===== config.mk =====
export PLATFORM = sky130hd
export DESIGN_NAME = wpc_alu
export DESIGN_NICKNAME = d
export VERILOG_FILES = /design/src/rtl/waveform_playback_capture_core_macros.svh /design/src/rtl/wpc_pkg.sv /design/src/rtl/wpc_alu.sv
export SDC_FILE = /design/constraint.sdc
export NUM_CORES = 1
export LEC_CHECK = 0
export BUFFER_PORTS_ARGS = -buffer_cell sky130_fd_sc_hd__buf_4
export CAP_MARGIN = 0
export CELL_PAD_IN_SITES_DETAIL_PLACEMENT = 0
export CELL_PAD_IN_SITES_GLOBAL_PLACEMENT = 1
export CORE_UTILIZATION = 30
export DETAILED_ROUTE_END_ITERATION = 7
export GPL_TIMING_DRIVEN = 0
export PLACE_DENSITY = 0.9
export SYNTH_ARGS = -nofsm -noshare
export SYNTH_HDL_FRONTEND = slang
export SYNTH_SLANG_ARGS = --single-unit
export TNS_END_PERCENT = 5

===== constraint.sdc =====
create_clock -name vclk -period 2.6
set_clock_uncertainty 0.2 [all_clocks]
set_input_delay 0.26 -clock vclk [all_inputs]
set_output_delay 0.26 -clock vclk [all_outputs]
set_load 0.03 [all_outputs]

===== src/rtl/waveform_playback_capture_core_macros.svh =====
// Assertion macros shared by the waveform playback/capture RTL.
// Needs clk_i and rst_ni in the scope of each use.
`ifndef WAVEFORM_PLAYBACK_CAPTURE_CORE_MACROS_SVH
`define WAVEFORM_PLAYBACK_CAPTURE_CORE_MACROS_SVH

// Same-cycle implication, checked outside reset.
`define WPC_ASSERT_IMPLIES(lbl, ante, cons, msg) \
  lbl: assert property (@(posedge clk_i) disable iff (!rst_ni) (ante) |-> (cons)) \
    else $error(msg);

// Next-cycle implication, checked outside reset.
`define WPC_ASSERT_NEXT(lbl, ante, cons, msg) \
  lbl: assert property (@(posedge clk_i) disable iff (!rst_ni) (ante) |=> (cons)) \
    else $error(msg);

`endif


===== src/rtl/wpc_pkg.sv =====
// Shared constants, codes and structs of the waveform playback/capture core.
// No dependencies; the top level, wpc_alu and wpc_seq import it.
`timescale 1ns / 1ps

package wpc_pkg;

  // Store and channel counts.
  localparam int STORE_DEPTH  = 4096;
  localparam int ADC_CHANNELS = 4;
  localparam int DAC_CHANNELS = 2;

  // Fixed port-level counts and field widths.
  localparam int ADC_PORTS  = 4;
  localparam int DAC_PORTS  = 2;
  localparam int ADC_SEL_W  = 2;
  localparam int DAC_SEL_W  = 1;
  localparam int CODE_W     = 12;
  localparam int POS_W      = 12;
  localparam int TOTAL_W    = 12;
  localparam int LEN_W      = 13;
  localparam int IDX_W      = 13;
  localparam int CMD_W      = 2;
  localparam int CH_W       = 2;
  localparam int CFG_IDX_W  = 3;
  localparam int CFG_DATA_W = 13;

  // Derived widths.
  localparam int ADDR_W = $clog2(STORE_DEPTH);
  localparam int SUM_W  = 17;
  localparam int NSLOT  = ADC_CHANNELS + DAC_CHANNELS;
  localparam int SLOT_W = (NSLOT > 1) ? $clog2(NSLOT) : 1;
  localparam int BIT_W  = $clog2(IDX_W);

  typedef enum logic [CMD_W-1:0] {
    CMD_LOAD  = 2'd0,
    CMD_START = 2'd1,
    CMD_TICK  = 2'd2,
    CMD_READ  = 2'd3
  } cmd_e;

  typedef enum logic [1:0] {
    STATUS_OK  = 2'd0,
    STATUS_BAD = 2'd1,
    STATUS_OVF = 2'd2
  } status_e;

  typedef enum logic [CFG_IDX_W-1:0] {
    REG_DAC_ENABLE   = 3'd0,
    REG_DAC_PERIODIC = 3'd1,
    REG_ADC_ENABLE   = 3'd2,
    REG_TOTAL_TICKS  = 3'd3,
    REG_DAC_LENGTH   = 3'd4,
    REG_ADC_LENGTH   = 3'd5
  } cfg_reg_e;

  typedef enum logic [3:0] {
    ST_CLEAR,
    ST_IDLE,
    ST_DECODE,
    ST_MOD,
    ST_CHAN,
    ST_WALK,
    ST_ACCESS,
    ST_RDWAIT,
    ST_TEND,
    ST_DONE
  } state_e;

  typedef struct packed {
    logic [DAC_PORTS-1:0] dac_enable;
    logic [DAC_PORTS-1:0] dac_periodic;
    logic [ADC_PORTS-1:0] adc_enable;
    logic [TOTAL_W-1:0]   total_ticks;
    logic [LEN_W-1:0]     dac_length;
    logic [LEN_W-1:0]     adc_length;
  } cfg_t;

  typedef struct packed {
    logic              we;
    logic [ADDR_W-1:0] addr;
    logic [CODE_W-1:0] wdata;
  } ram_req_t;

  typedef struct packed {
    logic [SUM_W-1:0] a;
    logic [SUM_W-1:0] b;
    logic             sub;
  } alu_req_t;

  typedef struct packed {
    logic [SUM_W-1:0] res;
    logic             borrow;
  } alu_rsp_t;

endpackage


===== src/rtl/wpc_alu.sv =====
// Shared add/subtract unit: region address sums and modulo reduction steps.
// Depends on wpc_pkg.
`timescale 1ns / 1ps

module wpc_alu import wpc_pkg::*; (
  input  alu_req_t req_i,
  output alu_rsp_t rsp_o
);

  logic [SUM_W:0] ext;

  always_comb begin
    ext = {1'b0, req_i.a} + {1'b0, req_i.b ^ {SUM_W{req_i.sub}}} + (SUM_W + 1)'(req_i.sub);
    rsp_o.res    = ext[SUM_W-1:0];
    rsp_o.borrow = req_i.sub & ~ext[SUM_W];
  end

endmodule


# Yosys cells after proc, flatten, opt, wreduce, memory -nomap -nowiden
# Index checks and enable logic that the tools add are counted.
dict set report word_totals {
  ff_bits 0
  inputBits 35
  out_inout_bits 18
  wordCells 5
}
dict set report classes {
  addsub 2
  n_bitwise 3
}
# op n
set ops {}
lappend ops {{17-bit by 17-bit adder with 18-bit output} 1}
lappend ops {{18-bit by 1-bit adder with 18-bit output} 1}
lappend ops {{17-bit XOR} 1}
lappend ops {{1-bit bitwise AND} 1}
lappend ops {{1-bit NOT} 1}

# Logic depth before layout (Yosys ltp)
dict set report logic_depth {
  depth_word 5
  mapped_depth 10
  depth_no_buf 8
}

# Least setup slack after synthesis
# OpenSTA, ideal clock, no wires.
dict set report synth_timing {
  path_kind {in2out}
  start {input port req_i[0] (netlist name)}
  end {output port rsp_o[16] (netlist name)}
  arrival_ns 2.487
  required_ns 2.140
  setup_slack_ns -0.347
  stages 9
  n_path_buf 2
  path_cell_list {buf_4 > buf_2 > xor2_1 > ha_1 > nand4_1 > o221a_4 > a2111o_1 > nand2_1 > xor2_1}
}
# element line_no
set synth_lines {}
lappend synth_lines {{start, declared} wpc_alu.sv:6} ;# input alu_req_t req_i,
lappend synth_lines {{end, declared} wpc_alu.sv:7} ;# output alu_rsp_t rsp_o

==> metrics.cfg <==
[routing]
wl_per_cell_um = 13.4
postRouteAntennaNets = 0
vias = 1273
via_per_inst = 5.13
dr.pass1.iters = 4
drt-total-wl_mm = 3.32
drt-initial-drc-count = 25
drcViolationCount = 0

[synthesis]
netlist.area_leader.share_pct = 21.4
synth_area_leaders = xor2_1 21%, ha_1 20%, a21oi_1 11%, xnor2_1 6.0%, o21ai_0 5.4%
syn_inst = 140
yosysMostFrequentCell = xor2_1
synth_top_cell_by_area = xor2_1
synth_seq_area_share_pct = 0
syn_area_per_cell_um2 = 7.31
synth_warnings = 0
netlist_area_um2 = 1020
syn_nets = 192
yosys-top-cells-count = 25 x xor2_1, 22 x a21oi_1, 16 x ha_1, 13 x nand2_1, 11 x o21ai_0
ys_types = 30

[final_layout]
seq_cell_count = 0
regArea_um2 = 0
nClkBuffers = 0
nFillCells = 316
design_area_um2 = 1820
stdcell_count = 248
area_growth_syn_to_layout_pct = 77.9
nets = 258
drive_gt1_share_pct = 49.5
antenna-diode-count = 0

[global_routing]
grt_max_degree = 11
use_met3_pct = 0.640
busiest_layer = met2
overflow = 0
gr-usage-met2_pct = 33.4
grt_util_all_layers_pct = 17.5
grt_antenna_before_repair = 0
grt_pass1_wl_mm = 5.02
grt_use_met1_pct = 22.1
grt_pass1_vias = 1189

[sta]
finalCritPeriodShare_pct = 102
tightest_slew_ns = 0.344
min_period_ns = 2.65
max-slew-margin-rel_pct = 76.8
slew_viol_final = 0
fin_hold_ws_ns = 0.639
setup_viol = 3
hold_viol = 0
rsz0062_at_grt = yes
fin_ws_ns = -0.0470
clock.fmax_mhz = 378

[critical_path]
cpMaxStageDelayCell = a2111o_1
cpPeakStageDelay_ns = 0.40
critical_path_required_ns = 2.14
path_max_fanout = 6
crit_arrival_ns = 2.19
start_kind = input pin
crit_chain = buf_12 > buf_12 > buf_8 > xor2_1 > ha_1 > buf_6 > o21a_1 > nor2_2 > a2111o_1 > nand2_2 > xor2_4 > buf_6
cp-end-kind = output pin
crit_type = input pin to output pin

[die]
die_w_um = 60.4
die_area_um2 = 3650
start_util_pct = 32.5
ios = 53
fp.dieH_um = 60.4
num_rows = 20
core-area_um2 = 3150

[placed_design]
io_buffers = 52
gp_congestion = 0.888
post-place-ws_ns = -0.218
placed_area_um2 = 1610
dp_cells = 236
hpwl_mm = 2.54

[status]
status = complete, but fails checks
violations = negative setup slack

[clock_tree]
ctsHoldBuffers = 0

[hold_path]
hold_class = input pin to output pin

[power]
vdd_drop_max_v = 0.000193
power.density_nw_per_um2 = 485
power.leakage_nw = 0.813

[flow_run]
cap_viol_max_count = 0

[metal layers]
metal  share of wire, %  routed length [um]  up-vias
li1                   -                   -      634
met1                 42                1380      606
met2                 54                1780       29
met3                3.6                 118        4
met4                1.0                  34        0
met5                  0                   0        -
[kinds of logic (layout without fill, tap and decap cells)]
kind of cell               count (synthesis)  count (layout)  synth area share, %
buffers and inverters                     11              75                 6.60
and+or+nand+nor                           34              34                 16.4
xor gates and xnor gates                  32              32                 27.4
adders and majority gates                 17              17                 21.5
muxes                                      1               1                 1.34
AOI/OAI and AO/OA                         45              45                 26.8
[final timing paths]
kind,start,endpoint,slack (ns),cells past startpoint
setup / recovery,req_i[0],rsp_o[16],-0.05,12
hold / removal,req_i[18],rsp_o[1],0.64,3
[layout by cell type, fill, tap and decap left out, types with 2 or more instances in the layout]
cell type	instances
xor2_2	4
buf_4	61
o21a_1	2
o21ai_0	8
xor2_4	2
a21oi_1	16
inv_1	4
xnor2_1	5
xor2_1	19
buf_6	5
o221a_4	2
buf_2	2
nand3_1	2
o211ai_1	2
nor2_1	5
nor2b_1	2
ha_4	4
nand4_1	6
o21ai_1	2
xnor2_2	2
nand2_1	12
ha_1	11
buf_12	2
a21oi_2	5
[power by group]
group          internal [mW]  switching [mW]
combinational          0.392           0.491
sequential                 0               0
clock                      0               0
total                  0.392           0.491
[stage by stage]
stage / utilization (%) / power (mW) / TNS, ns
finish: 57.7 / 0.883 / -0.0615
global placement: 51.0 / 0.780 / -0.562
detailed placement: 51.0 / 0.791 / -0.757
floorplan: - / 0.554 / -0.0330
CTS: 56.2 / 0.855 / -0.0587
global route: 57.7 / 0.942 / -0.658
[critical path, delay by kind of cell]
family / cells / cell delay [ns]
compound gates: 2 / 0.52
buf+inv: 5 / 0.63
simple gates: 2 / 0.16
fa+ha+maj: 1 / 0.33
xor+xnor: 2 / 0.29
[what timing repair did]
action | 4_1_cts | 5_1_grt
buffers inserted | 12 | 0
pin swaps | 15 | 11
gates resized for setup | 20 | 9
setup endpoints to repair | 6 | 8
hold endpoints to repair | 0 | 0
[area by class of cell]
| class | count | area (um2) | share of cell area (%) |
|---|---|---|---|
| Multi-Input combinational cell | 129 | 1170 | 64.3 |
| Timing Repair Buffer | 64 | 499 | 27.4 |
| Buffer | 7 | 80.1 | 4.40 |
| Tap cell | 44 | 55.1 | 3.02 |
| Inverter | 4 | 15.0 | 0.825 |
No activity file was read; power rests on OpenSTA's default activity.
