===== src/rtl/waveform_playback_capture_core_macros.svh =====
// Assertion macros shared by the waveform playback/capture RTL.
// Needs clk_i and rst_ni in the scope of each use.
`ifndef WAVEFORM_PLAYBACK_CAPTURE_CORE_MACROS_SVH
`define WAVEFORM_PLAYBACK_CAPTURE_CORE_MACROS_SVH

// Same-cycle implication, checked outside reset.
`define WPC_ASSERT_IMPLIES(lbl, ante, cons, msg) \
  lbl: assert property (@(posedge clk_i) disable iff (!rst_ni) (ante) |-> (cons)) \
    else $error(msg);

// Next-cycle implication, checked outside reset.
`define WPC_ASSERT_NEXT(lbl, ante, cons, msg) \
  lbl: assert property (@(posedge clk_i) disable iff (!rst_ni) (ante) |=> (cons)) \
    else $error(msg);

`endif


===== src/rtl/wpc_pkg.sv =====
// Shared constants, codes and structs of the waveform playback/capture core.
// No dependencies; the top level, wpc_alu and wpc_seq import it.
`timescale 1ns / 1ps

package wpc_pkg;

  // Store and channel counts.
  localparam int STORE_DEPTH  = 4096;
  localparam int ADC_CHANNELS = 4;
  localparam int DAC_CHANNELS = 2;

  // Fixed port-level counts and field widths.
  localparam int ADC_PORTS  = 4;
  localparam int DAC_PORTS  = 2;
  localparam int ADC_SEL_W  = 2;
  localparam int DAC_SEL_W  = 1;
  localparam int CODE_W     = 12;
  localparam int POS_W      = 12;
  localparam int TOTAL_W    = 12;
  localparam int LEN_W      = 13;
  localparam int IDX_W      = 13;
  localparam int CMD_W      = 2;
  localparam int CH_W       = 2;
  localparam int CFG_IDX_W  = 3;
  localparam int CFG_DATA_W = 13;

  // Derived widths.
  localparam int ADDR_W = $clog2(STORE_DEPTH);
  localparam int SUM_W  = 17;
  localparam int NSLOT  = ADC_CHANNELS + DAC_CHANNELS;
  localparam int SLOT_W = (NSLOT > 1) ? $clog2(NSLOT) : 1;
  localparam int BIT_W  = $clog2(IDX_W);

  typedef enum logic [CMD_W-1:0] {
    CMD_LOAD  = 2'd0,
    CMD_START = 2'd1,
    CMD_TICK  = 2'd2,
    CMD_READ  = 2'd3
  } cmd_e;

  typedef enum logic [1:0] {
    STATUS_OK  = 2'd0,
    STATUS_BAD = 2'd1,
    STATUS_OVF = 2'd2
  } status_e;

  typedef enum logic [CFG_IDX_W-1:0] {
    REG_DAC_ENABLE   = 3'd0,
    REG_DAC_PERIODIC = 3'd1,
    REG_ADC_ENABLE   = 3'd2,
    REG_TOTAL_TICKS  = 3'd3,
    REG_DAC_LENGTH   = 3'd4,
    REG_ADC_LENGTH   = 3'd5
  } cfg_reg_e;

  typedef enum logic [3:0] {
    ST_CLEAR,
    ST_IDLE,
    ST_DECODE,
    ST_MOD,
    ST_CHAN,
    ST_WALK,
    ST_ACCESS,
    ST_RDWAIT,
    ST_TEND,
    ST_DONE
  } state_e;

  typedef struct packed {
    logic [DAC_PORTS-1:0] dac_enable;
    logic [DAC_PORTS-1:0] dac_periodic;
    logic [ADC_PORTS-1:0] adc_enable;
    logic [TOTAL_W-1:0]   total_ticks;
    logic [LEN_W-1:0]     dac_length;
    logic [LEN_W-1:0]     adc_length;
  } cfg_t;

  typedef struct packed {
    logic              we;
    logic [ADDR_W-1:0] addr;
    logic [CODE_W-1:0] wdata;
  } ram_req_t;

  typedef struct packed {
    logic [SUM_W-1:0] a;
    logic [SUM_W-1:0] b;
    logic             sub;
  } alu_req_t;

  typedef struct packed {
    logic [SUM_W-1:0] res;
    logic             borrow;
  } alu_rsp_t;

endpackage


===== src/rtl/wpc_seq.sv =====
// Item sequencer: decodes commands, drives the shared ALU and the sample store,
// holds run state and the result register. Depends on wpc_pkg.
`timescale 1ns / 1ps

module wpc_seq import wpc_pkg::*; (
  input  logic                               clk_i,
  input  logic                               rst_ni,
  input  cfg_t                               cfg_i,
  input  logic                               in_valid_i,
  output logic                               in_ready_o,
  input  logic [CMD_W-1:0]                   command_i,
  input  logic [CH_W-1:0]                    channel_i,
  input  logic [POS_W-1:0]                   sample_index_i,
  input  logic [CODE_W-1:0]                  dac_sample_i,
  input  logic [ADC_PORTS-1:0][CODE_W-1:0]   adc_in_i,
  output logic                               out_valid_o,
  input  logic                               out_ready_i,
  output logic [DAC_PORTS-1:0][CODE_W-1:0]   dac_out_o,
  output logic [CODE_W-1:0]                  read_value_o,
  output logic                               running_o,
  output status_e                            status_o,
  output ram_req_t                           ram_req_o,
  input  logic [CODE_W-1:0]                  ram_rdata_i,
  output alu_req_t                           alu_req_o,
  input  alu_rsp_t                           alu_rsp_i
);

  // Control state
  state_e                           state_q, state_d;
  logic [ADDR_W-1:0]                clr_q, clr_d;
  logic [IDX_W-1:0]                 tick_q, tick_d;
  logic                             run_q, run_d;
  logic [DAC_PORTS-1:0][CODE_W-1:0] dac_lvl_q, dac_lvl_d;
  logic                             out_valid_q, out_valid_d;

  // Working registers
  cmd_e                             cmd_q, cmd_d;
  logic [CH_W-1:0]                  ch_q, ch_d;
  logic [POS_W-1:0]                 pos_q, pos_d;
  logic [CODE_W-1:0]                sample_q, sample_d;
  logic [ADC_PORTS-1:0][CODE_W-1:0] adc_q, adc_d;
  logic [DAC_PORTS-1:0][CODE_W-1:0] lvl_q, lvl_d;
  logic [LEN_W-1:0]                 rem_q, rem_d;
  logic [BIT_W-1:0]                 bit_q, bit_d;
  logic                             mod_sel_q, mod_sel_d;
  logic [LEN_W-1:0]                 dac_mod_q, dac_mod_d;
  logic [LEN_W-1:0]                 adc_mod_q, adc_mod_d;
  logic [SLOT_W-1:0]                step_q, step_d;
  logic [SLOT_W-1:0]                slot_q, slot_d;
  logic [SLOT_W-1:0]                target_q, target_d;
  logic [SUM_W-1:0]                 acc_q, acc_d;
  status_e                          status_q, status_d;
  logic [CODE_W-1:0]                rdval_q, rdval_d;

  // Result register
  logic [DAC_PORTS-1:0][CODE_W-1:0] out_dac_q, out_dac_d;
  logic [CODE_W-1:0]                out_rd_q, out_rd_d;
  logic                             out_run_q, out_run_d;
  status_e                          out_status_q, out_status_d;

  // Decoded helpers
  logic [DAC_PORTS-1:0] dac_mask;
  logic [ADC_PORTS-1:0] adc_mask;
  logic [NSLOT-1:0]     slot_en;
  logic                 step_is_dac;
  logic                 step_last;
  logic [DAC_SEL_W-1:0] dac_c;
  logic [ADC_SEL_W-1:0] adc_c;
  logic [LEN_W-1:0]     len_sel;
  logic [LEN_W:0]       shifted;
  logic [LEN_W-1:0]     rem_next;
  logic [LEN_W-1:0]     dac_off;
  logic                 ovf;
  logic                 bad_load;
  logic                 bad_read;

  always_comb begin
    for (int i = 0; i < DAC_PORTS; i++) begin
      dac_mask[i] = cfg_i.dac_enable[i] && (i < DAC_CHANNELS);
    end
    for (int i = 0; i < ADC_PORTS; i++) begin
      adc_mask[i] = cfg_i.adc_enable[i] && (i < ADC_CHANNELS);
    end
    for (int s = 0; s < NSLOT; s++) begin
      slot_en[s] = (s < ADC_CHANNELS) ? adc_mask[s % ADC_PORTS]
                                      : dac_mask[(s - ADC_CHANNELS) % DAC_PORTS];
    end
  end

  assign step_is_dac = step_q < SLOT_W'(DAC_CHANNELS);
  assign step_last   = step_q == SLOT_W'(NSLOT - 1);
  assign dac_c       = DAC_SEL_W'(step_q);
  assign adc_c       = ADC_SEL_W'(step_q - SLOT_W'(DAC_CHANNELS));
  assign len_sel     = mod_sel_q ? cfg_i.adc_length : cfg_i.dac_length;
  assign shifted     = {rem_q, tick_q[bit_q]};
  assign rem_next    = alu_rsp_i.borrow ? shifted[LEN_W-1:0] : alu_rsp_i.res[LEN_W-1:0];
  assign dac_off     = ((tick_q < cfg_i.dac_length) || cfg_i.dac_periodic[dac_c])
                       ? dac_mod_q : LEN_W'(cfg_i.dac_length - 1'b1);
  assign ovf         = acc_q >= SUM_W'(STORE_DEPTH);
  assign bad_load    = ch_q[CH_W-1] || !dac_mask[ch_q[DAC_SEL_W-1:0]] ||
                       (LEN_W'(pos_q) >= cfg_i.dac_length);
  assign bad_read    = !adc_mask[ch_q] || (LEN_W'(pos_q) >= cfg_i.adc_length);

  always_comb begin
    state_d      = state_q;
    clr_d        = clr_q;
    tick_d       = tick_q;
    run_d        = run_q;
    dac_lvl_d    = dac_lvl_q;
    cmd_d        = cmd_q;
    ch_d         = ch_q;
    pos_d        = pos_q;
    sample_d     = sample_q;
    adc_d        = adc_q;
    lvl_d        = lvl_q;
    rem_d        = rem_q;
    bit_d        = bit_q;
    mod_sel_d    = mod_sel_q;
    dac_mod_d    = dac_mod_q;
    adc_mod_d    = adc_mod_q;
    step_d       = step_q;
    slot_d       = slot_q;
    target_d     = target_q;
    acc_d        = acc_q;
    status_d     = status_q;
    rdval_d      = rdval_q;
    out_dac_d    = out_dac_q;
    out_rd_d     = out_rd_q;
    out_run_d    = out_run_q;
    out_status_d = out_status_q;
    out_valid_d  = out_valid_q && !out_ready_i;

    ram_req_o.we    = 1'b0;
    ram_req_o.addr  = acc_q[ADDR_W-1:0];
    ram_req_o.wdata = sample_q;

    alu_req_o.a   = acc_q;
    alu_req_o.b   = '0;
    alu_req_o.sub = 1'b0;

    unique case (state_q)
      ST_CLEAR: begin
        // Zero every word of the store in turn after reset.
        ram_req_o.we    = 1'b1;
        ram_req_o.addr  = clr_q;
        ram_req_o.wdata = '0;
        clr_d           = clr_q + 1'b1;
        if (clr_q == ADDR_W'(STORE_DEPTH - 1)) begin
          state_d = ST_IDLE;
        end
      end

      ST_IDLE: begin
        if (in_valid_i) begin
          cmd_d    = cmd_e'(command_i);
          ch_d     = channel_i;
          pos_d    = sample_index_i;
          sample_d = dac_sample_i;
          adc_d    = adc_in_i;
          status_d = STATUS_OK;
          rdval_d  = '0;
          state_d  = ST_DECODE;
        end
      end

      ST_DECODE: begin
        slot_d = '0;
        acc_d  = SUM_W'(pos_q);
        unique case (cmd_q)
          CMD_LOAD: begin
            target_d = SLOT_W'(ADC_CHANNELS) + SLOT_W'(ch_q[DAC_SEL_W-1:0]);
            if (bad_load) begin
              status_d = STATUS_BAD;
              state_d  = ST_DONE;
            end else begin
              state_d = ST_WALK;
            end
          end
          CMD_READ: begin
            target_d = SLOT_W'(ch_q);
            if (bad_read) begin
              status_d = STATUS_BAD;
              state_d  = ST_DONE;
            end else begin
              state_d = ST_WALK;
            end
          end
          CMD_START: begin
            tick_d    = '0;
            run_d     = 1'b1;
            dac_lvl_d = '0;
            state_d   = ST_DONE;
          end
          CMD_TICK: begin
            if (run_q) begin
              lvl_d     = '0;
              rem_d     = '0;
              bit_d     = BIT_W'(IDX_W - 1);
              mod_sel_d = 1'b0;
              state_d   = ST_MOD;
            end else begin
              state_d = ST_DONE;
            end
          end
          default: state_d = ST_DONE;
        endcase
      end

      ST_MOD: begin
        // One restoring-division step: shift in a tick bit, subtract if it fits.
        alu_req_o.a   = SUM_W'(shifted);
        alu_req_o.b   = SUM_W'(len_sel);
        alu_req_o.sub = 1'b1;
        if (bit_q == '0) begin
          if (!mod_sel_q) begin
            dac_mod_d = rem_next;
            mod_sel_d = 1'b1;
            rem_d     = '0;
            bit_d     = BIT_W'(IDX_W - 1);
          end else begin
            adc_mod_d = rem_next;
            step_d    = '0;
            state_d   = ST_CHAN;
          end
        end else begin
          rem_d = rem_next;
          bit_d = bit_q - 1'b1;
        end
      end

      ST_CHAN: begin
        slot_d = '0;
        if (step_is_dac && dac_mask[dac_c] && (cfg_i.dac_length != '0)) begin
          acc_d    = SUM_W'(dac_off);
          target_d = SLOT_W'(ADC_CHANNELS) + step_q;
          state_d  = ST_WALK;
        end else if (!step_is_dac && adc_mask[adc_c] && (cfg_i.adc_length != '0)) begin
          acc_d    = SUM_W'(adc_mod_q);
          target_d = step_q - SLOT_W'(DAC_CHANNELS);
          state_d  = ST_WALK;
        end else if (step_last) begin
          state_d = ST_TEND;
        end else begin
          step_d = step_q + 1'b1;
        end
      end

      ST_WALK: begin
        // Add the length of every enabled region that lies below the target.
        if (slot_q == target_q) begin
          state_d = ST_ACCESS;
        end else begin
          alu_req_o.b = slot_en[slot_q]
                        ? SUM_W'((slot_q < SLOT_W'(ADC_CHANNELS)) ? cfg_i.adc_length
                                                                 : cfg_i.dac_length)
                        : '0;
          acc_d  = alu_rsp_i.res;
          slot_d = slot_q + 1'b1;
        end
      end

      ST_ACCESS: begin
        if (ovf) begin
          status_d = STATUS_OVF;
        end
        unique case (cmd_q)
          CMD_LOAD: begin
            ram_req_o.we = !ovf;
            state_d      = ST_DONE;
          end
          CMD_READ: begin
            state_d = ovf ? ST_DONE : ST_RDWAIT;
          end
          default: begin
            if (step_is_dac && !ovf) begin
              state_d = ST_RDWAIT;
            end else begin
              if (!step_is_dac) begin
                ram_req_o.we    = !ovf;
                ram_req_o.wdata = adc_q[adc_c];
              end
              if (step_last) begin
                state_d = ST_TEND;
              end else begin
                step_d  = step_q + 1'b1;
                state_d = ST_CHAN;
              end
            end
          end
        endcase
      end

      ST_RDWAIT: begin
        if (cmd_q == CMD_READ) begin
          rdval_d = ram_rdata_i;
          state_d = ST_DONE;
        end else begin
          lvl_d[dac_c] = ram_rdata_i;
          if (step_last) begin
            state_d = ST_TEND;
          end else begin
            step_d  = step_q + 1'b1;
            state_d = ST_CHAN;
          end
        end
      end

      ST_TEND: begin
        tick_d = tick_q + 1'b1;
        if (tick_q >= IDX_W'(cfg_i.total_ticks)) begin
          run_d     = 1'b0;
          dac_lvl_d = '0;
        end else begin
          dac_lvl_d = lvl_q;
        end
        state_d = ST_DONE;
      end

      ST_DONE: begin
        if (!out_valid_q || out_ready_i) begin
          out_dac_d    = dac_lvl_q;
          out_rd_d     = rdval_q;
          out_run_d    = run_q;
          out_status_d = status_q;
          out_valid_d  = 1'b1;
          state_d      = ST_IDLE;
        end
      end

      default: state_d = ST_IDLE;
    endcase
  end

  always_ff @(posedge clk_i or negedge rst_ni) begin
    if (!rst_ni) begin
      state_q     <= ST_CLEAR;
      clr_q       <= '0;
      tick_q      <= '0;
      run_q       <= 1'b0;
      dac_lvl_q   <= '0;
      out_valid_q <= 1'b0;
    end else begin
      state_q     <= state_d;
      clr_q       <= clr_d;
      tick_q      <= tick_d;
      run_q       <= run_d;
      dac_lvl_q   <= dac_lvl_d;
      out_valid_q <= out_valid_d;
    end
  end

  always_ff @(posedge clk_i) begin
    cmd_q        <= cmd_d;
    ch_q         <= ch_d;
    pos_q        <= pos_d;
    sample_q     <= sample_d;
    adc_q        <= adc_d;
    lvl_q        <= lvl_d;
    rem_q        <= rem_d;
    bit_q        <= bit_d;
    mod_sel_q    <= mod_sel_d;
    dac_mod_q    <= dac_mod_d;
    adc_mod_q    <= adc_mod_d;
    step_q       <= step_d;
    slot_q       <= slot_d;
    target_q     <= target_d;
    acc_q        <= acc_d;
    status_q     <= status_d;
    rdval_q      <= rdval_d;
    out_dac_q    <= out_dac_d;
    out_rd_q     <= out_rd_d;
    out_run_q    <= out_run_d;
    out_status_q <= out_status_d;
  end

  assign in_ready_o   = state_q == ST_IDLE;
  assign out_valid_o  = out_valid_q;
  assign dac_out_o    = out_dac_q;
  assign read_value_o = out_rd_q;
  assign running_o    = out_run_q;
  assign status_o     = out_status_q;

endmodule

===== config.mk =====
export PLATFORM = sky130hd
export DESIGN_NAME = wpc_seq
export DESIGN_NICKNAME = d
export VERILOG_FILES = /design/src/rtl/waveform_playback_capture_core_macros.svh /design/src/rtl/wpc_pkg.sv /design/src/rtl/wpc_seq.sv
export SDC_FILE = /design/constraint.sdc
export NUM_CORES = 1
export LEC_CHECK = 0
export ABC_AREA = 0
export ABC_CLOCK_PERIOD_IN_PS = 5500
export BUFFER_PORTS_ARGS = -buffer_cell sky130_fd_sc_hd__buf_2
export CAP_MARGIN = 10
export CORE_MARGIN = 5
export CORE_UTILIZATION = 60
export CTS_CLUSTER_DIAMETER = 60
export DETAILED_ROUTE_END_ITERATION = 16
export MAX_ROUTING_LAYER = met4
export PLACE_DENSITY = 0.85
export SLEW_MARGIN = 20
export SYNTH_ARGS = -nofsm -noshare
export SYNTH_HDL_FRONTEND = slang
export SYNTH_SLANG_ARGS = --single-unit

===== constraint.sdc =====
create_clock -name clk_i -period 5.5 [get_ports clk_i]
set_clock_uncertainty 0.1 [all_clocks]
set_input_delay 0.275 -clock clk_i [delete_from_list [all_inputs] [get_ports clk_i]]
set_output_delay 0.275 -clock clk_i [all_outputs]
set_load 0.1 [all_outputs]

* Word-level counts from Yosys, hierarchy flattened
Cells that the tools add are included.
** Storage, ports and cells
- Register bits after elaboration :: 278
- Bits of input ports :: 156
- Output and inout bits :: 101
- Word-level logic and storage cells :: 258
** Operators by class
- $add $sub $neg :: 9
- Magnitude comparators :: 14
- Equality and inequality tests :: 39
- Muxes and demuxes :: 112
- Bitwise operators :: 1
- Reductions and logical operators :: 50
** Operators with widths (count)
- 13-bit 2-to-1 mux :: 11
- 24-bit 2-to-1 mux :: 5
- 12-bit 2-to-1 mux :: 8
- 24-bit case mux with 2 select lines :: 2
- 4-bit 2-to-1 mux :: 20
- 17-bit 2-to-1 mux :: 4
- 13-bit case mux with 2 select lines :: 2
- 17-bit case mux with 3 select lines :: 1
- 12-bit case mux with 2 select lines :: 2
- 4-bit case mux with 10 select lines :: 1
- 2-bit != test, second input constant :: 17
- 17-bit case mux with 2 select lines :: 1
- 3-bit 2-to-1 mux :: 11
- 12-bit by 13-bit greater-or-equal comparator with 1-bit output :: 2
- 13-bit nonzero test :: 2
- 12-bit binary-select mux with 2-bit select :: 1
- 24-bit bitwise mux :: 1
- 1-bit 2-to-1 mux :: 20
- 3-bit case mux with 2 select lines :: 3
- 3-bit AND reduction :: 6
- 17-bit by 13-bit greater-or-equal comparator with 1-bit output, second input constant :: 1
- 4-bit by 3-bit == test with 1-bit output, second input constant :: 4
- 4-bit case mux with 2 select lines :: 2
- 4-bit case mux with 4 select lines :: 1
- 52 further kinds :: 97

* Longest topological paths before layout
Gate-level depths: netlist of the first run.
- Depth after elaboration :: 8
- Depth in mapped cells :: 9
- Depth with buffers taken out :: 8

* Least setup slack after synthesis of the first run
OpenSTA, ideal clock, no wires.
- Path kind :: register to register
- Start point :: register state_q[1]
- End point :: register status_q[0], enable pin
- Library setup time :: 0.350 ns
- Arrival time :: 3.253 ns
- Required time :: 5.050 ns
- Slack :: 1.798 ns
- Stages on the path, launching flop included :: 6
- Path buffers :: 1
- Clock period less this slack :: 3.702 ns
- Path through :: dfrtp_1 > buf_2 > nand2b_1 > nor3_1 > a311oi_1 > nor4_1
** On the way
- Longest elaborated chain between the ends :: 3
- Elaborated cells between the ends (all ways) :: 10
- Those cells by class :: 8 x eq/ne; 2 x reduce/logical
** Ends and longest elaborated chain
- from (decl) :: line wpc_seq.sv:29 : state_e state_q, state_d;
- from (signal assigned) :: line wpc_seq.sv:343 : state_q <= state_d;
- 4-bit by 1-bit == test with 1-bit output *
- via in_ready_o :: line wpc_seq.sv:10 : output logic in_ready_o,
- 2-bit != test (no line) or 3-bit nonzero test (tied branches)
- 6-bit AND reduction (no line) *
- to (signal assigned) :: line wpc_seq.sv:368 : status_q <= status_d;
- to (decl) :: line wpc_seq.sv:52 : status_e status_q, status_d;
The timed path passes the listed nets; every way through them passes the cells marked *.
A chain may end at the register's enable or synchronous reset.

==> results.md, run 1 <==
- The flow ran to the end, and the final reports show no timing, DRC or antenna violations.
- The residual DRC count is 0.
- The number of hold violations in the final report came to 0.
- The synthesized netlist cell count is 1097.
- In this run, the number of DRC markers left after iteration 0 of detailed routing was 1238.
- Of the synthesized area, sequential elements account for 0.591.
- Setup repair after global routing left no endpoint under its margin.
- CTS placed an instance of clkbuf_16 at the clock tree root.
- The largest driver fanout on the critical path is 22.
- The total design power is 8.63 mW.
- Compared with the post-synthesis result, the final layout area differs by 24.7%.
- The number of vias after detailed routing is 10600.
- The floorplan die area is 25900 um2.
- The count of input and output buffers is 252.
- The floorplan step defined a core boundary enclosing 22500 um2.
- The worst setup path is of the reg2out kind.
- The number of nets with antenna violations after routing is 0.
- The die is 161 um tall.
- Dividing the final minimum period by the clock period gives 0.754.
- For this run, asynchronously set or reset flops after synthesis account for 0.198.
- The number of different library cells used by synthesis comes to 69.
- Entering global routing, the biggest net connects 78 pins.
- The first detailed-routing pass took 8 iterations.
- The power density of the placed cells is 507 nW/um2.
- The post-CTS resize count is 0.
- After detailed routing, the number of vias per cell comes to 6.07.
- The number of enable-type register cells in the synthesized netlist is 223.
- The clock latency on the worst-skew pair is 0.55 ns.
- 0 antenna diodes ended up in the layout.
- The synthesized design contains 278 register bits.
- The number of max-slew violations in the final report came to 0.
- The signal arrival time at the worst endpoint is 3.77 ns.
- The via count of the first global-routing pass is 10800.
- The weighted congestion at the end of routability-driven global placement is 0.982.
- Setup violations remaining at the end of the flow were counted as 0.
- The worst path meets setup with 1.35 ns of slack.
- The sum of negative setup slack is 0 ns.
- The top-level port count is 257.
- Clock-pin slew was measured on the worst setup and hold paths at 0.07 ns.
- The initial antenna violation count came to 0.
- The total clock buffers created by CTS is 28.
- TritonCTS built the clock tree.
- The worst setup path is launched from a flip-flop.
- In this run the register-to-register setup slack is 2.15 ns.
- The average wire length per cell after detail routing is 22.0 um.
- The first-pass GRT wire length is 58800 um.
- The global-route usage over all layers is 0.298.
- The number of max-cap violations is 0.
- The number of buffers between clock root and the deepest sink is 3.
- The net total in the final layout is 1653.
- The worst setup path is captured at an output pin.
- The final critical path time including I/O delays and setup is 4.15 ns.
- The critical path required time is 5.12 ns.
- Timing analysis after detailed placement gives a worst setup slack of 2.00 ns.
- The Yosys warning count is 0.
- Summed over all layers, the routed wires come to 38300 um.
- The cell leakage power is 7.19 nW.
- Measured against its own limit, the worst slew margin works out to 0.265.
- Each instance of the synthesized netlist takes up on average 12.4 um2.
- The post-CTS setup-driven buffer insertion count is 0.
- In this run the number of H-tree levels came out at 1.
- The wire-length estimate of the detail-placed layout is 26400 um.
- The most used flip-flop cell after synthesis is edfxtp_1.
- The die width is 161 um.
- For this configuration, the core starts out at a cell density of 0.607.
- The total global routing overflow is 0.
- Based on the critical path, the design can be clocked at up to 241 MHz.
- The library cell used most frequently in the layout, excluding fill and tap cells, is buf_2.
- The actual slew at the worst max-slew pin is 1.10 ns.
- The worst ir drop on vdd is 0.646 mV.
- In the layout the commonest cells are buf_2, edfxtp_1, nand2_1.
- The fraction of final layout cells with drive strength greater than 1 is 0.246.
- The clock sink total is 278.
- The worst min-delay path class is in2reg.
- The number of core rows is 55.
- The area of the mapped netlist is 13700 um2.
power by group:
| group | switching [mW] | total, mW | internal, mW |
|---|---|---|---|
| Sequential | 0.303 | 3.12 | 2.82 |
| Combinational | 2.79 | 3.59 | 0.796 |
| Clock | 0.821 | 1.92 | 1.10 |
| Total | 3.92 | 8.63 | 4.71 |
flip-flops by register name, summed over array words and instances (netlist names), 13 cells and up:
name,cells
acc_q,17
dac_lvl_q,24
tick_q,13
dac_out_o,24
adc_q,48
lvl_q,24
adc_mod_q,13
dac_mod_q,13
rem_q,13
synth_stat cells, types with 6 or more instances:
library cell	n	share of area
a211oi_1	12	0.0066
a222oi_1	12	0.0088
o31ai_1	8	0.0044
nor2b_1	23	0.011
nand3_1	38	0.014
a21oi_1	28	0.010
and2_1	18	0.0082
nor2_1	62	0.017
mux2i_1	32	0.023
and3_1	14	0.0064
a22o_1	38	0.024
nor4_1	6	0.0027
o21ai_0	17	0.0062
buf_2	16	0.0059
dfrtp_1	55	0.10
edfxtp_1	223	0.49
buf_4	8	0.0044
o21ai_1	12	0.0044
nor3_1	18	0.0066
xnor2_1	24	0.015
nand2_1	148	0.041
nand2b_1	8	0.0037
o311ai_1	7	0.0045
inv_1	53	0.015
ha_1	62	0.057
mux2_2	14	0.012
clkbuf_1	22	0.0060
o211ai_1	13	0.0071
mux4_2	18	0.030
nand4_1	15	0.0069
logic make-up (layout without fill, tap and decap cells):
kind of cell,Yosys count,count (layout),synth area share
xor+xnor,29,29,0.0186
flops,278,278,0.591
compound gates,184,184,0.101
mux,64,64,0.0647
fa+ha+maj,62,62,0.0568
simple gates,372,372,0.133
other cells,1,4,0.000275
buf+inv,107,464,0.0342
critical path, cell delays in order (launching register included):
cell	delay (ns)
dfrtp_1	0.52
nor2_1	0.23
nand3_1	0.60
o21ai_1	1.09
a22o_1	0.33
buf_2	0.44
per-layer routing:
layer	track usage	up-vias	wire (um)
met1	0.390	5038	14500
met2	0.485	657	18800
met3	0.0500	100	3790
met4	0.0903	0	1230
met5	-	-	0
li1	-	4779	-
repair_timing:
item                                    CTS  global route
endpoints found under the setup margin    0             0
hold buffers                             99             0
hold endpoints to repair                163             0
worst paths after layout:
kind | start | endpoint | cells past startpoint
max | state_q[3] | alu_req_o[3] | 5
min | alu_rsp_i[4] | adc_mod_q[3] | 2
max reg2reg | state_q[3] | step_q[2] | 5
min reg2reg | rdval_q[2] | read_value_o[2] | 0
max in group asynchronous | rst_ni | dac_lvl_q[0] | 3
min in group asynchronous | rst_ni | clr_q[0] | 3
final cells by class:
class,instances,area (um2)
sequential,278,8070
tap,285,357
clock inverter,20,168
inverter,56,210
fill,1393,5470
multi-input combinational,715,5150
timing repair buffer,356,2300
clock buffer,32,767
metrics by stage:
stage	hold WS, ns	utilization	cell area [um2]	std cells
finish	0.0156	0.757	17000	1742
global route	0.0150	0.757	17000	1742
floorplan	-0.121	-	13700	1100
global placement	0.303	0.670	15100	1590
CTS	0.000969	0.755	17000	1741
detailed placement	0.308	0.670	15100	1590
Power figures use the tool's default switching activity.
==> run 2, diff against run 1 <==
ABC_CLOCK_PERIOD_IN_PS = 3350   (was 5500)
CORE_UTILIZATION = 51   (was 60)
PLACE_DENSITY = 0.77   (was 0.85)
clock period = 3.35 ns   (was 5.5 ns; I/O delays follow)
==> run 2 against run 1 <==
Net effect:
- count of clock-buffer cells in the layout rose by 4
- cell count rose by 4.6%
- final area rose by 4.0%
- die area rose by 17%
- setup slack got worse by 1.2 ns
- sequential power rose by 63%
- total power rose by 70%
- register-to-register slack got worse by 1.6 ns
- wire length rose by 1.2%
- worst hold slack improved by 0.078 ns
- utilization fell by 8.1 points
==> results.md, run 2 (synthesis results as in run 1) <==
- For this block, wires on met1 add up to 15900 um.
- The maximum achievable frequency is 311 MHz.
- The area added between synthesis and finish is 29.7%.
- The final critical path time including I/O delays and setup is 3.22 ns.
- The die is 174 um tall.
- The met2 wire length is 18600 um.
- After detailed routing, the average wire length per cell comes to 21.3 um.
- The initial standard-cell utilization of the core is 0.521.
- The worst stage delay on the critical path is 0.58 ns.
- The worst slack on hold paths is 0.0937 ns.
- The number of max-slew violations in the final report is 0.
- The actual slew at the worst max-slew pin is 1.08 ns.
- The register ranked first by flip-flop count is adc_q.
- The global-route usage over all layers is 0.261.
- The die width is 174 um.
- The initialized floorplan defines 59 standard-cell rows.
- In this run, CTS created clock tree buffers numbering 29.
- Setup repair after global routing left no endpoint under its margin.
- Along the worst path, the maximum fanout reaches 21.
- The number of detailed-routing iterations run before antenna repair is 8.
- The number of fillers in the final layout is 1857.
- Grouping stages by cell kind, the critical path spends the most delay in compound AO/OA/AOI/OAI gates.
- The number of max-cap violations is 0.
- In this run the clock root is driven by a clkbuf_16.
- The number of vias after detailed routing is 10600.
- The clock tree from TritonCTS is built.
- At the end of routability-driven placement, the weighted congestion stood at 0.976.
- The post-CTS clock slew at the launch and capture registers of the worst setup and hold paths is 0.06 ns.
- The register with the most flip-flops in the layout has 48 of them.
- After the last flow step, the layout net total stands at 1680.
- The analysis attributes to cell leakage a power of 7.42 nW.
- The later pin in the worst-skew pair is clocked with a latency of 0.56 ns.
- The worst ir drop on vdd is 1.16 mV.
- Data on the critical path arrives at its endpoint at 2.95 ns.
- After floorplanning, the core was sized to cover 26200 um2.
- The violation count after the first detailed-routing iteration is 1204.
- The number of buffers and inverters on the critical path is 2.
- The final standard cell utilization of the core is 0.676.
- The largest individual stage delay along the critical path comes from the cell a32o_1.
- The setup path with the least slack is of type reg2out.
- Of the available clock period, the critical path in the final layout requires 0.961.
- STA classifies the critical path startpoint as a flip-flop.
- The power density of the placed cells is 828 nW/um2.
- Entering global routing, the biggest net connects 65 pins.
- After legalization and detailed placement, the total HPWL measured 27500 um.
- The worst min-delay path class is in2reg.
- The number of H-tree levels is 1.
- The wire length after detailed routing is 38800 um.
- The library cell used most frequently in the layout, excluding fill and tap cells, is buf_2.
- The number of buffers between clock root and the deepest sink is 3.
- In the layout the commonest cells are buf_2, edfxtp_1, nand2_1.
- The critical path required time is 3.08 ns.
- The via count of the first global-routing pass is 10700.
- The number of hold violations in the final report is 0.
- The sum of negative setup slack is 0 ns.
- The top-level port count is 257.
- The count of nets left with antenna violations once routing finished came out at 0.
- The first-pass GRT wire length is 60700 um.
- The flow ran to the end, and the final reports show no timing, DRC or antenna violations.
- In the detailed route, the total length drawn on met3 is 3000 um.
- Headroom to the max-slew limit came out at 0.281.
- The clock sink total is 278.
- After global routing the overflow that remains totals 0.
- Routed signal wires occupy layers up through met4.
- Setup violations remaining at the end of the flow were counted as 0.
- The initial antenna violation count came to 2.
- The type of element capturing the critical path is an output pin.
- The floorplan die area is 30100 um2.
- The vias per cell is 5.83.
- The fraction of final layout cells with drive strength greater than 1 is 0.252.
- The residual DRC count is 0.
- Port buffering added 252 buffers.
- The signal on the critical path passes through nor2_1, nand3_1, inv_2, a32o_1, a22o_1, buf_12.
run 2: routing by layer:
layer,GRT usage,vias to the layer above
met1,0.349,5169
met2,0.415,528
met3,0.0417,103
met4,0.0828,0
met5,-,-
li1,-,4829
run 2: final cells by class:
class | instances | area, um2 | area share
sequential | 278 | 8070 | 0.456
tap | 335 | 419 | 0.0237
multi-input combinational | 715 | 5150 | 0.291
clock buffer | 36 | 762 | 0.0430
clock inverter | 18 | 194 | 0.0110
inverter | 56 | 210 | 0.0119
timing repair buffer | 382 | 2890 | 0.163
antenna | 2 | 5.00 | 0.000283
run 2: worst paths after layout:
kind	startpoint	end	slack, ns	depth (start not counted)
min in group asynchronous	rst_ni	clr_q[5]	0.14	2
hold reg to reg	rdval_q[4]	read_value_o[4]	0.32	0
setup reg to reg	state_q[3]	acc_q[15]	0.57	5
max in group asynchronous	rst_ni	dac_lvl_q[16]	2.18	3
setup / recovery	state_q[3]	alu_req_o[13]	0.13	6
hold / removal	in_valid_i	pos_q[7]	0.09	2
run 2: through the flow:
stage	cells	setup WS [ns]	power, mW	area [um2]
after floorplan	1100	0.0598	9.71	13700
after global placement	1658	0.691	11.2	15700
after detailed placement	1658	0.634	11.3	15700
after CTS	1819	0.0585	14.6	17700
after global routing	1822	0.0254	15.2	17700
final	1822	0.130	14.7	17700
run 2: report_power, final:
part / switching (mW) / internal, mW
combinational: 4.65 / 1.68
sequential: 0.481 / 4.62
clock: 1.36 / 1.87
total: 6.49 / 8.16
run 2: timing repair:
item,CTS,global route
buffers inserted,0,1
hold endpoints to repair,190,0
hold buffers,107,0
gates resized for setup,0,1
setup endpoints to repair,0,22
